===== config.mk =====
export PLATFORM = sky130hd
export DESIGN_NAME = nsrh_div
export DESIGN_NICKNAME = d
export VERILOG_FILES = /design/src/hw/rtl/nsrh_pkg.sv /design/src/hw/rtl/nsrh_div.sv
export SDC_FILE = /design/constraint.sdc
export NUM_CORES = 1
export LEC_CHECK = 0
export BUFFER_PORTS_ARGS = -buffer_cell sky130_fd_sc_hd__buf_4
export CORE_AREA = 2 2 102 143
export CTS_BUF_LIST = sky130_fd_sc_hd__clkbuf_8
export CTS_CLUSTER_DIAMETER = 200
export DETAILED_ROUTE_END_ITERATION = 8
export DIE_AREA = 0 0 104 145
export PLACE_DENSITY = 0.74
export SYNTH_ARGS = -nofsm -noshare
export SYNTH_HDL_FRONTEND = slang
export SYNTH_SLANG_ARGS = --single-unit

===== constraint.sdc =====
create_clock -name i_clk -period 5.9 [get_ports i_clk]
set_input_delay 0.885 -clock i_clk [delete_from_list [all_inputs] [get_ports i_clk]]
set_output_delay 0.885 -clock i_clk [all_outputs]
set_load 0.03 [all_outputs]

===== src/hw/rtl/nsrh_pkg.sv =====
`timescale 1ns / 1ps
// ---------------------------------------------------------------------------
// nsrh_pkg
// Shared types and constants for the nearest segment ray hit block.
// ---------------------------------------------------------------------------
package nsrh_pkg;

    localparam int MAX_SEGMENTS = 256;
    localparam int SLOT_W       = 8;
    localparam int COUNT_W      = 9;
    localparam int COORD_W      = 16;
    localparam int DIFF_W       = 17;   // coordinate difference
    localparam int CROSS_W      = 35;   // cross-product term
    localparam int MAG_W        = 34;   // magnitude of a cross-product term
    localparam int NUM_W        = 50;   // s * |a| before the 8-bit fraction shift
    localparam int QUOT_W       = 24;   // hit offset magnitude, 8 fraction bits
    localparam int DIST_W       = 49;
    localparam int DIV_STEPS    = 24;

    localparam logic OP_WRITE = 1'b0;
    localparam logic OP_CAST  = 1'b1;

    typedef struct packed {
        logic                      opcode;
        logic [SLOT_W-1:0]         slot;
        logic signed [COORD_W-1:0] start_x;
        logic signed [COORD_W-1:0] start_y;
        logic signed [COORD_W-1:0] end_x;
        logic signed [COORD_W-1:0] end_y;
    } t_in_word;

    typedef struct packed {
        logic                hit;
        logic signed [23:0]  hit_x;
        logic signed [23:0]  hit_y;
        logic [DIST_W-1:0]   distance_squared;
        logic [SLOT_W-1:0]   hit_segment;
    } t_out_word;

    typedef struct packed {
        logic signed [COORD_W-1:0] x3;
        logic signed [COORD_W-1:0] y3;
        logic signed [COORD_W-1:0] x4;
        logic signed [COORD_W-1:0] y4;
    } t_seg;

endpackage


===== src/hw/rtl/nsrh_div.sv =====
`timescale 1ns / 1ps
// ---------------------------------------------------------------------------
// nsrh_div
// Restoring divider: floor((num << 8) / den), one quotient bit per cycle.
// The quotient is known to fit in QUOT_W bits.
// ---------------------------------------------------------------------------
module nsrh_div
    import nsrh_pkg::*;
(
    input  logic              i_clk,
    input  logic              i_rst_n,
    input  logic              i_start,
    input  logic [NUM_W-1:0]  i_num,
    input  logic [MAG_W-1:0]  i_den,
    output logic              o_done,
    output logic [QUOT_W-1:0] o_quot
);

    logic              r_run;
    logic              r_done;
    logic [4:0]        r_cnt;
    logic [MAG_W-1:0]  r_rem;
    logic [MAG_W-1:0]  r_den;
    logic [QUOT_W-1:0] r_low;
    logic [QUOT_W-1:0] r_q;

    logic [MAG_W:0]    w_rem2;
    logic [MAG_W:0]    w_diff;
    logic              w_ge;

    // one trial subtract per cycle
    assign w_rem2 = {r_rem, r_low[QUOT_W-1]};
    assign w_diff = w_rem2 - {1'b0, r_den};
    assign w_ge   = (w_rem2 >= {1'b0, r_den});

    // control
    always_ff @(posedge i_clk) begin
        if (!i_rst_n) begin
            r_run  <= 1'b0;
            r_done <= 1'b0;
            r_cnt  <= '0;
        end else begin
            r_done <= 1'b0;
            if (i_start) begin
                r_run <= 1'b1;
                r_cnt <= 5'(DIV_STEPS - 1);
            end else if (r_run) begin
                r_cnt <= r_cnt - 5'd1;
                if (r_cnt == '0) begin
                    r_run  <= 1'b0;
                    r_done <= 1'b1;
                end
            end
        end
    end

    // datapath: top bits of the shifted numerator start below den
    always_ff @(posedge i_clk) begin
        if (i_start) begin
            r_rem <= i_num[NUM_W-1:16];
            r_low <= {i_num[15:0], 8'd0};
            r_den <= i_den;
            r_q   <= '0;
        end else if (r_run) begin
            r_rem <= w_ge ? w_diff[MAG_W-1:0] : w_rem2[MAG_W-1:0];
            r_low <= {r_low[QUOT_W-2:0], 1'b0};
            r_q   <= {r_q[QUOT_W-2:0], w_ge};
        end
    end

    assign o_done = r_done;
    assign o_quot = r_q;

endmodule


* Word level (Yosys, flattened, before mapping)
Index checks and enable logic that the tools add are counted.
Word-level totals: register bits after elaboration 115, latch bits 0, RAM bits 0, memory bits (read-only) 0, input port bits 87, word-level logic and storage cells 28, memories 0
Operators by class: add/sub/neg operators 2, multipliers 0, divide/modulo/power cells 0, $lt $le $gt $ge 1, equality and inequality tests 0, shift-type cells 0, muxes and demuxes 11, bitwise logic cells 2, reduce and logical (&&, ||, !) cells 4
Operators with widths (count):
- $mux 34 | 3
- $mux 24 | 2
- $ge 35x34->1 | 1
- $sub 34x34->34 | 1
- $mux 5 | 2
- $logic_not 5->1 | 1
- $sub 5x1->5 const B | 1
- $mux 1 | 4
- $reduce_or 3->1 | 1
- $not 1->1 | 2
- $reduce_bool 2->1 | 1
- $reduce_or 2->1 | 1

* Logic depth before layout (Yosys ltp)
Gate-level depths: netlist of the first run.
depth after elaboration 4, mapped depth 13, depth with buffers taken out 11

* Worst setup path after synthesis of the first run
OpenSTA, ideal clock, no wires.
path type reg-to-reg, start point register r_rem[10], end point register r_rem[10] (data pin), setup time 268 ps, arrival time 2363 ps, required time 5632 ps, path slack 3269 ps, stages on the path, launching flop included 13, clock period less this slack 2631 ps, cell sequence edfxtp_1 -> ha_1 -> buf_4 -> nand4_4 -> a2111oi_4 -> o21ai_2 -> a21oi_2 -> o2111ai_2 -> and2_4 -> buf_6 -> buf_4 -> a22oi_1 -> o31ai_1
Between the ends: longest elaborated chain between the ends 4
Ends and longest elaborated chain:
- from (decl) | line nsrh_div.sv:22 | logic [MAG_W-1:0] r_rem;
- from (signal assigned) | line nsrh_div.sv:60 | r_rem <= i_num[NUM_W-1:16];
- from (signal assigned) | line nsrh_div.sv:65 | r_rem <= w_ge ? w_diff[MAG_W-1:0] : w_rem2[MAG_W-1:0];
- $ge 35x34->1 | line nsrh_div.sv:34 | assign w_ge = (w_rem2 >= {1'b0, r_den});
- $mux 34 | line nsrh_div.sv:65
- $mux 34 | line nsrh_div.sv:64 | end else if (r_run) begin
- $mux 34 | line nsrh_div.sv:59 | if (i_start) begin
No other way between the ends. The select of a mux whose other input is x is not followed. A chain may end at the register's enable or synchronous reset.

* Worst setup path in the final report of the first run
start point register r_rem[10], end point register r_rem[29] (data pin)
Between the ends: longest elaborated chain between the ends 4
Ends and longest elaborated chain (line):
- $sub 34x34->34 or $ge 35x34->1 (tied branches) | nsrh_div.sv:33, nsrh_div.sv:34
- $mux 34 * | nsrh_div.sv:65
- $mux 34 * | nsrh_div.sv:64
- $mux 34 * | nsrh_div.sv:59
Mark *: on every way between the ends. The rest lies on a longest branch, timed or not. The select of a mux whose other input is x is not followed.

==> reports/results.txt, run 1 <==
Run status -> finished, final reports clean
Worst vdd ir -> 210.8 uV
Fmax -> 0.2985 GHz
R2r setup slk -> 2550 ps
Leak -> 3.424 nW
Hold_ws -> 498.1 ps
Post-synth EDFFs -> 84
Setup Fix Bufs, Post-CTS -> 0
Critical path's slowest cell -> nand2_1
CTS H-Tree Depth -> 4
Synth Warn # -> 0
Bufs on Longest Clock Path -> 2
Maxcap violations -> 0
Post-Syn Nets -> 792
Yosys cell types -> 63
Global-route wire length before repair -> 25.39 mm
Layout cell share with drive strength beyond 1 -> 22.66%
Antenna Nets Post-Route -> 0
PortBufs -> 111
# hold bufs at CTS -> 0
Worst Setup Start Kind -> flop
Pwr dens -> 360.1 nW/um^2
Synth Register Bits -> 115
Hold path cells -> 2
GP Congestion -> 0.9103
Mapped cell area -> 6729 sq um
Initial Utilization -> 48.82%
Post-route DRC -> 0
Worst hold path class -> reg -> reg
Number of global-route vias before repair -> 5,420
Minimum clock period -> 3350 ps
Skew final -> 14.20 ps
Sequential element share of the synthesized area -> 46.71%
Worst-Skew Late Latency -> 450 ps
Reg2reg start -> r_rem[10]$_DFFE_PP_
Nets -> 892
Top cells by area, synth -> edfxtp_1, dfxtp_1, ha_1
Hold Startpoint -> o_quot[23]$_SDFFE_PP0P_
Site row count -> 51
Num CTS Buffers -> 17
Critical path cell sequence -> ha_1, nand4_4, a2111oi_4, o21ai_2, a21oi_2, o2111ai_2, nand2_1, nor3b_1, a221o_1
Total negative slack -> 0 ps
CTS-repair resized insts -> 0
N_diodes -> 0
Max-slew headroom -> 39.08%
Crit Path Class -> reg -> reg
Final setup fails -> 0
Final Cycle Share -> 56.78%
Arrival time at the worst endpoint -> 3550 ps
Worst path max stage delay -> 710 ps
Routed WL -> 15.36 mm
Syn Area/Cell -> 10.07 sq um
Wire per inst -> 15.90 um
Core area -> 13,780 sq um
Hold Vio Cnt, Final -> 0
Die X -> 104 um
Fraction of registers with async set or reset after synthesis -> 0%
CP top delay family -> compound AO/OA/AOI/OAI gates
Slew at the pin closest to its max-slew limit -> 911.6 ps
Hold path endpoint -> o_quot[23]$_SDFFE_PP0P_
Area share of the largest cell type after synthesis -> 37.49%
Vias per inst -> 5.518
CP required -> 6100 ps
Remaining Overflow, GRT -> 0
Fin. max-slew vios -> 0
Clock Tree Root -> clkbuf_8
RSZ-0062 raised after global routing -> false
R2r endpoint -> r_rem[29]$_DFFE_PP_
Synth Instances -> 668
Die area -> 15,080 sq um
CTS tree -> built
Largest net degree at the start of global routing -> 64
Total track usage -> 20.77%
CP max FO -> 26
TritonRoute pass-1 iters -> 5
Die Ht -> 145 um
Worst-path clk slew -> 80 ps
Synthesis-to-finish area growth -> 19.54%
Clock sink count -> 115
Biggest area consumer among synthesized cells -> edfxtp_1
Worst Reg-to-Reg Cells -> 9
Post-DP HPWL -> 10.97 mm
Antenna violations before repair -> 0
Drt first-iter violations -> 281
Ports -> 112
Crit path capture type -> flop
Bufs and invs on worst path -> 0
Filler cells -> 1,234
Ys flop type -> edfxtp_1
Via count -> 5,330
through the flow:
| step | power, mW | std cells | setup WS, ps | cell area, sq um | utilization [%] |
|---|---|---|---|---|---|
| final | 2.897 | 966 | 2550 | 8044 | 58.36 |
| after global routing | 3.081 | 966 | 2311 | 8044 | 58.36 |
| after CTS | 2.906 | 966 | 2547 | 8044 | 58.36 |
| after detailed placement | 2.165 | 934 | 2541 | 7660 | 55.57 |
| after global placement | 2.133 | 934 | 2699 | 7660 | 55.57 |
| after floorplan | 1.919 | 668 | 3269 | 6729 | - |
registers in the layout, summed over array words and instances, names as in the netlist:
signal and flops:
r_rem 34, r_den 34, r_cnt 5, r_run 1, r_low 16, o_done 1
o_quot 24
where the power goes:
part | internal, mW | switching [mW]
Combinational | 0.464 | 0.651
Clock | 0.378 | 0.353
Sequential | 1.00 | 0.0496
Total | 1.84 | 1.05
synthesized netlist by cell type, types with 3 or more instances:
cell,number
mux2_2,17
and2_1,3
a211oi_1,3
o21ai_0,20
nand3_1,9
a22oi_1,4
and3_1,7
o21a_1,8
clkbuf_1,11
inv_1,40
nand2_1,57
o31ai_1,5
a31oi_1,5
nand2b_1,7
xor2_1,18
buf_4,5
a21o_1,13
buf_1,9
nor3_1,6
xnor2_1,14
nor3b_1,5
nor2b_1,33
ha_1,36
buf_2,8
nand4_1,7
a21oi_1,80
dfxtp_1,31
nor2_1,48
mux2i_1,27
o21bai_1,4
o211ai_1,4
edfxtp_1,84
kinds of logic after synthesis:
logic type	synth area share [%]
AO/OA/AOI/OAI	15.71
XOR/XNOR	4.165
adder cells (fa/ha/maj)	6.991
buffers and inverters	4.667
flip-flops	46.71
multiplexers	6.861
AND/OR/NAND/NOR	14.89
layout by cell type, fill, tap and decap left out, types with 6 or more instances in the layout:
cell type and count:
a21o_1 13, edfxtp_1 84, nand3_1 9, nand2_1 57
nor3_1 6, a21oi_1 80, xor2_1 18, nor2_1 48
o21a_1 8, ha_1 36, xnor2_1 14, mux2i_1 27
clkbuf_8 17, nand2b_1 7, and3_1 7, o21ai_0 20
buf_4 115, nor2b_1 33, inv_1 40, mux2_2 17
dfxtp_1 31, nand4_1 7
worst register-to-register path, delay by kind of cell (launching register included):
family,cells,cell delay (ps)
AND/OR/NAND/NOR,3,1010
AO/OA/AOI/OAI,5,1210
adder cells (fa/ha/maj),1,490
flip-flops,1,400
metal layers:
layer	share of wire (%)	up-vias	GRT usage (%)	wire length (um)
li1	-	2596	-	-
met1	40	2531	23.50	6220
met2	52	176	36.74	7937
met3	6.0	27	6.020	916
met4	1.8	0	7.905	284
met5	0	-	0	0
how the worst max path moves through the flow:
stage	from	cells past startpoint	end
after floorplan	r_rem[10]$_DFFE_PP_	12	r_rem[10]$_DFFE_PP_
after global placement	r_rem[10]$_DFFE_PP_	9	r_rem[29]$_DFFE_PP_
after detailed placement	r_rem[10]$_DFFE_PP_	9	r_rem[29]$_DFFE_PP_
after CTS	r_rem[10]$_DFFE_PP_	9	r_rem[29]$_DFFE_PP_
after global routing	r_rem[11]$_DFFE_PP_	9	r_rem[29]$_DFFE_PP_
final	r_rem[10]$_DFFE_PP_	9	r_rem[29]$_DFFE_PP_
layout make-up:
type,count,area (sq um),area share (%)
multi-input cells,479,3272,40.68
flip-flops and latches,115,3143,39.07
repair buffers,115,863.3,10.73
clock buffers,17,234.0,2.909
well taps,185,231.5,2.878
clock inverters,15,150.1,1.867
inverters,40,150.1,1.867
(Power assumes the default switching activity.)
==> inputs of run 2 (changes only) <==
Settings changed: PLACE_DENSITY 0.74 to 0.76.
Clock period 5.9 ns to 2.8 ns, I/O delays scaled along.
==> run 2 against run 1 <==
Cell count is 4.0% higher. Non-clock buffer count grew 39. Power increased by 130%. Clock power grew 100%. Cell area up 6.6%. Sequential power grew 110%. Combinational power rose to 2.6 times the previous value. Highest routed layer unchanged.
==> reports/results.txt, run 2 (synthesized netlist as in run 1, its figures left out) <==
CP top delay family -> compound AO/OA/AOI/OAI gates
Die area -> 15,080 sq um
Worst-Skew Late Latency -> 430 ps
Die Ht -> 145 um
Antenna Nets Post-Route -> 0
Final setup fails -> 0
Bufs and invs on worst path -> 0
Minimum clock period -> 2746 ps
Core Util, Final -> 62.19%
Worst-path clk slew -> 80 ps
Clock sink count -> 115
Clock Tree Root -> clkbuf_8
Routed WL -> 16.66 mm
Vias per inst -> 5.472
RSZ-0062 raised after global routing -> true
Drt first-iter violations -> 337
Post-route DRC -> 0
Leak -> 3.611 nW
Post-route cell area -> 8572 sq um
Via count -> 5,499
Slew at the pin closest to its max-slew limit -> 492.9 ps
Tot Pwr -> 6.555 mW
Fin. max-slew vios -> 0
Crit Path Class -> reg -> reg
Core area -> 13,780 sq um
Most frequent cells in the layout -> buf_4, edfxtp_1, a21oi_1
Critical path cell sequence -> ha_4, a221oi_1, o21ai_1, a31oi_2, nand2_2, o2111ai_4, and2_4, nor2_1, a221o_1
Highest Signal Layer -> met4
Layout cell share with drive strength beyond 1 -> 30.12%
Nets -> 931
PortBufs -> 111
Initial Utilization -> 48.82%
GP Congestion -> 0.9784
Maxcap violations -> 0
Wire per inst -> 16.57 um
Crit path capture type -> flop
Remaining Overflow, GRT -> 0
Post-DP HPWL -> 11.79 mm
Synthesis-to-finish area growth -> 27.39%
Cell Area, Placed -> 7928 sq um
Non-filler instance count after layout -> 1,005
TritonRoute pass-1 iters -> 5
Arrival time at the worst endpoint -> 2920 ps
CP max FO -> 8
Run status -> finished, final reports clean
Site row count -> 51
Global-route wire length before repair -> 26.62 mm
Bufs on Longest Clock Path -> 2
Critical path's slowest cell -> edfxtp_1
Commonest non-fill, non-tap cell in the layout -> buf_4
Placed Cells -> 968
Fmax -> 0.3641 GHz
Final Cycle Share -> 98.09%
Met3 WL -> 838 um
CTS H-Tree Depth -> 4
Largest net degree at the start of global routing -> 46
Number of global-route vias before repair -> 5,625
Worst Setup Start Kind -> flop
N_diodes -> 0
CTS tree -> built
Post-Route M1 WL -> 6.550 mm
Worst hold path class -> in -> reg
Ports -> 112
Antenna violations before repair -> 0
Skew final -> 16.67 ps
Worst path max stage delay -> 450 ps
DR WL met2 -> 8.976 mm
Die X -> 104 um
Total track usage -> 21.75%
Pwr dens -> 764.6 nW/um^2
Hold Vio Cnt, Final -> 0
Worst vdd ir -> 338.2 uV
Num CTS Buffers -> 17
Max-slew headroom -> 66.86%
Hold_ws -> 157.3 ps
CP required -> 2970 ps
## run 2: cell types whose count changed in the layout (fill, tap and decap cells not counted), sizes merged
cell      delta
buf         +39
bufinv       -1
clkinv       -1
clkinvlp     +1
inv          +1
## run 2: layout make-up
class                      instances  area, sq um
fill                            1156         5211
clock buffer                      17        234.0
sequential                       115         3143
clock inverter                    15        127.6
timing repair buffer             154         1180
inverter                          40        150.1
tap                              185        231.5
multi-input combinational        479         3506
## run 2: power by group
group          switching, mW  internal (mW)
Clock                  0.749          0.708
Sequential             0.139           2.11
Combinational           1.52           1.32
## run 2: path summary, 6_finish.rpt
path	endpoint	cells past startpoint	start	slack, ps
max	r_rem[29]$_DFFE_PP_	9	r_rem[13]$_DFFE_PP_	50
min	r_den[10]$_DFFE_PP_	1	i_den[10]	160
max reg2reg	r_rem[29]$_DFFE_PP_	9	r_rem[13]$_DFFE_PP_	50
min reg2reg	o_quot[23]$_SDFFE_PP0P_	2	o_quot[23]$_SDFFE_PP0P_	510
## run 2: repair_timing
item	4_1_cts	5_1_grt
buffers inserted	1	4
gates resized for setup	3	44
endpoints found under the setup margin	20	34
endpoints found under the hold margin	0	0
hold buffers	0	0
pin swaps	2	12
## run 2: metal layers
metal | vias to the layer above | track usage [%]
li1 | 2682 | -
met1 | 2635 | 24.85
met2 | 152 | 38.85
met3 | 30 | 5.660
met4 | 0 | 7.973
met5 | - | 0
## run 2: per-stage QoR
step	TNS, ps	setup WS [ps]
2_1_floorplan	0	169.1
3_3_place_gp	0	21.39
3_5_place_dp	-207.3	-45.01
4_1_cts	0	1.395
5_1_grt	-63.45	-23.76
6_report	0	53.52
## run 2: worst reg2reg max path: cells and delay by family, from the launching register on
kind,cells,cell delay (ps)
flip-flops,1,450
AND/OR/NAND/NOR,3,460
adder cells (fa/ha/maj),1,300
AO/OA/AOI/OAI,5,1270
==> inputs of run 3 (changes only) <==
--- a/config.mk
+++ b/config.mk
@@ -8,3 +8,3 @@
 export BUFFER_PORTS_ARGS = -buffer_cell sky130_fd_sc_hd__buf_4
-export CORE_AREA = 2 2 102 143
+export CORE_AREA = 2 2 110 155
 export CTS_BUF_LIST = sky130_fd_sc_hd__clkbuf_8
@@ -12,4 +12,4 @@
 export DETAILED_ROUTE_END_ITERATION = 8
-export DIE_AREA = 0 0 104 145
-export PLACE_DENSITY = 0.76
+export DIE_AREA = 0 0 112 157
+export PLACE_DENSITY = 0.65
 export SYNTH_ARGS = -nofsm -noshare
==> constraint.sdc (replaced) <==
create_clock -name i_clk -period 3 [get_ports i_clk]
set_input_delay 0.9 -clock i_clk [delete_from_list [all_inputs] [get_ports i_clk]]
set_output_delay 0.9 -clock i_clk [all_outputs]
set_load 0.03 [all_outputs]
==> run 3 against run 2 <==
Combinational power down 17%. Sequential power down 8%. First-iteration DRC count down 33%. Die area up 17%. Flip-flop and latch count unchanged. Sequential share of layout area up 1.1 points. Via count down 3.7%. Cell count down 0.50%. Setup slack better by 120 ps. Cell area down 3.0%. Routed wire length down 3.5%.
==> reports/results.txt, run 3 (synthesized netlist as in run 1, its figures left out) <==
Clock Tree Root -> clkbuf_8
Minimum clock period -> 2831 ps
Pwr dens -> 710.5 nW/um^2
Ports -> 112
Most frequent cells in the layout -> buf_4, edfxtp_1, a21oi_1
# hold bufs at CTS -> 0
PortBufs -> 111
Synthesis-to-finish area growth -> 23.61%
Post-DP HPWL -> 11.81 mm
Num CTS Buffers -> 17
Critical path's slowest cell -> ha_2
Hold Vio Cnt, Final -> 0
Final Cycle Share -> 94.36%
N_diodes -> 0
Global-route wire length before repair -> 26.00 mm
Run status -> finished, final reports clean
Remaining Overflow, GRT -> 0
Wire per inst -> 16.07 um
Skew final -> 10.81 ps
Total track usage -> 18.50%
Die area -> 17,580 sq um
Core area -> 16,100 sq um
Worst path max stage delay -> 450 ps
TritonRoute pass-1 iters -> 4
Maxcap violations -> 0
Post-route DRC -> 0
Worst vdd ir -> 372.1 uV
Fin. max-slew vios -> 0
CP max FO -> 8
Worst hold path class -> reg -> reg
Routed WL -> 16.07 mm
Critical path cell sequence -> ha_2, nand4_4, a2111oi_4, o21ai_2, a21oi_2, o2111ai_2, and2_4, buf_4, or3_1, o211ai_1
CTS tree -> built
Worst Setup Start Kind -> flop
Drt first-iter violations -> 226
Max-slew headroom -> 68.68%
CTS H-Tree Depth -> 4
Hold_ws -> 499.5 ps
Leak -> 3.534 nW
Vias per inst -> 5.296
GR Util met3 -> 5.429%
Die Ht -> 157 um
Nets -> 912
Grt peak-use layer -> met2
Crit path capture type -> flop
Clock sink count -> 115
Total negative slack -> 0 ps
Final setup fails -> 0
Met2 usage -> 32.81%
M1 GR Usage -> 21.05%
Bufs on Longest Clock Path -> 2
Site row count -> 55
Commonest non-fill, non-tap cell in the layout -> buf_4
Die X -> 112 um
Antenna violations before repair -> 0
Tot Pwr -> 5.910 mW
Via count -> 5,296
Antenna Nets Post-Route -> 0
CP required -> 3280 ps
Largest net degree at the start of global routing -> 66
Initial Utilization -> 41.79%
Layout cell share with drive strength beyond 1 -> 25.59%
Number of global-route vias before repair -> 5,387
GP Congestion -> 0.8696
Slew at the pin closest to its max-slew limit -> 469.7 ps
Crit Path Class -> reg -> reg
Arrival time at the worst endpoint -> 3110 ps
Fmax -> 0.3532 GHz
Filler cells -> 1,540
Worst-path clk slew -> 80 ps
Worst-Skew Late Latency -> 450 ps
-- run 3: cell count changes in the layout (fill, tap and decap cells not counted), sizes merged --
cell,delta
and2,+1
buf,-20
bufinv,+1
clkbuf,+1
clkinv,+3
clkinvlp,-1
inv,-4
-- run 3: worst paths after layout --
kind / startpoint / end / slack [ps] / cells past startpoint
worst max-delay path: r_rem[8]$_DFFE_PP_ / r_rem[24]$_DFFE_PP_ / 170 / 10
worst min-delay path: o_quot[23]$_SDFFE_PP0P_ / o_quot[23]$_SDFFE_PP0P_ / 500 / 2
worst max register to register: r_rem[8]$_DFFE_PP_ / r_rem[24]$_DFFE_PP_ / 170 / 10
worst min register to register: o_quot[23]$_SDFFE_PP0P_ / o_quot[23]$_SDFFE_PP0P_ / 500 / 2
-- run 3: per-layer routing --
| layer | share of wire [%] | vias to the layer above | routed length, um |
|---|---|---|---|
| li1 | - | 2643 | - |
| met1 | 41 | 2515 | 6616 |
| met2 | 52 | 115 | 8376 |
| met3 | 4.5 | 23 | 728 |
| met4 | 2.2 | 0 | 348 |
| met5 | 0 | - | 0 |
-- run 3: final cells by class --
type / instances / area, sq um / share of cell area, %
inverters: 40 / 150.1 / 1.805
clock inverters: 14 / 153.9 / 1.850
well taps: 199 / 249.0 / 2.993
multi-input cells: 480 / 3331 / 40.04
flip-flops and latches: 115 / 3143 / 37.79
clock buffers: 18 / 247.7 / 2.978
repair buffers: 134 / 1044 / 12.55
-- run 3: timing repair --
| action | in CTS | in global routing |
|---|---|---|
| endpoints found under the hold margin | 0 | 0 |
| gates resized for setup | 0 | 13 |
| setup endpoints to repair | 0 | 26 |
| buffers inserted | 0 | 2 |
-- run 3: report_power, final --
part           internal [mW]  leakage [nW]  switching, mW
Clock                  0.770         0.210          0.700
Sequential              1.97          1.09          0.110
Combinational           1.05          2.24           1.31
Total                   3.79          3.53           2.12
-- run 3: worst max-delay path: cells and delay by family (launching register included) --
kind	cells	cell delay [ps]
compound gates	5	930
simple gates	3	740
fa+ha+maj	1	450
flops	1	410
buf+inv	1	150
-- run 3: through the flow --
stage / instances / instance area [sq um] / utilization, % / worst slack [ps]
after global placement: 965 / 7843 / 48.70 / 157.7
after CTS: 997 / 8244 / 51.20 / 58.86
after detailed placement: 965 / 7843 / 48.70 / 28.03
final: 1000 / 8318 / 51.65 / 169.1
after floorplan: 668 / 6729 / - / 369.1
after global routing: 1000 / 8318 / 51.65 / -12.12
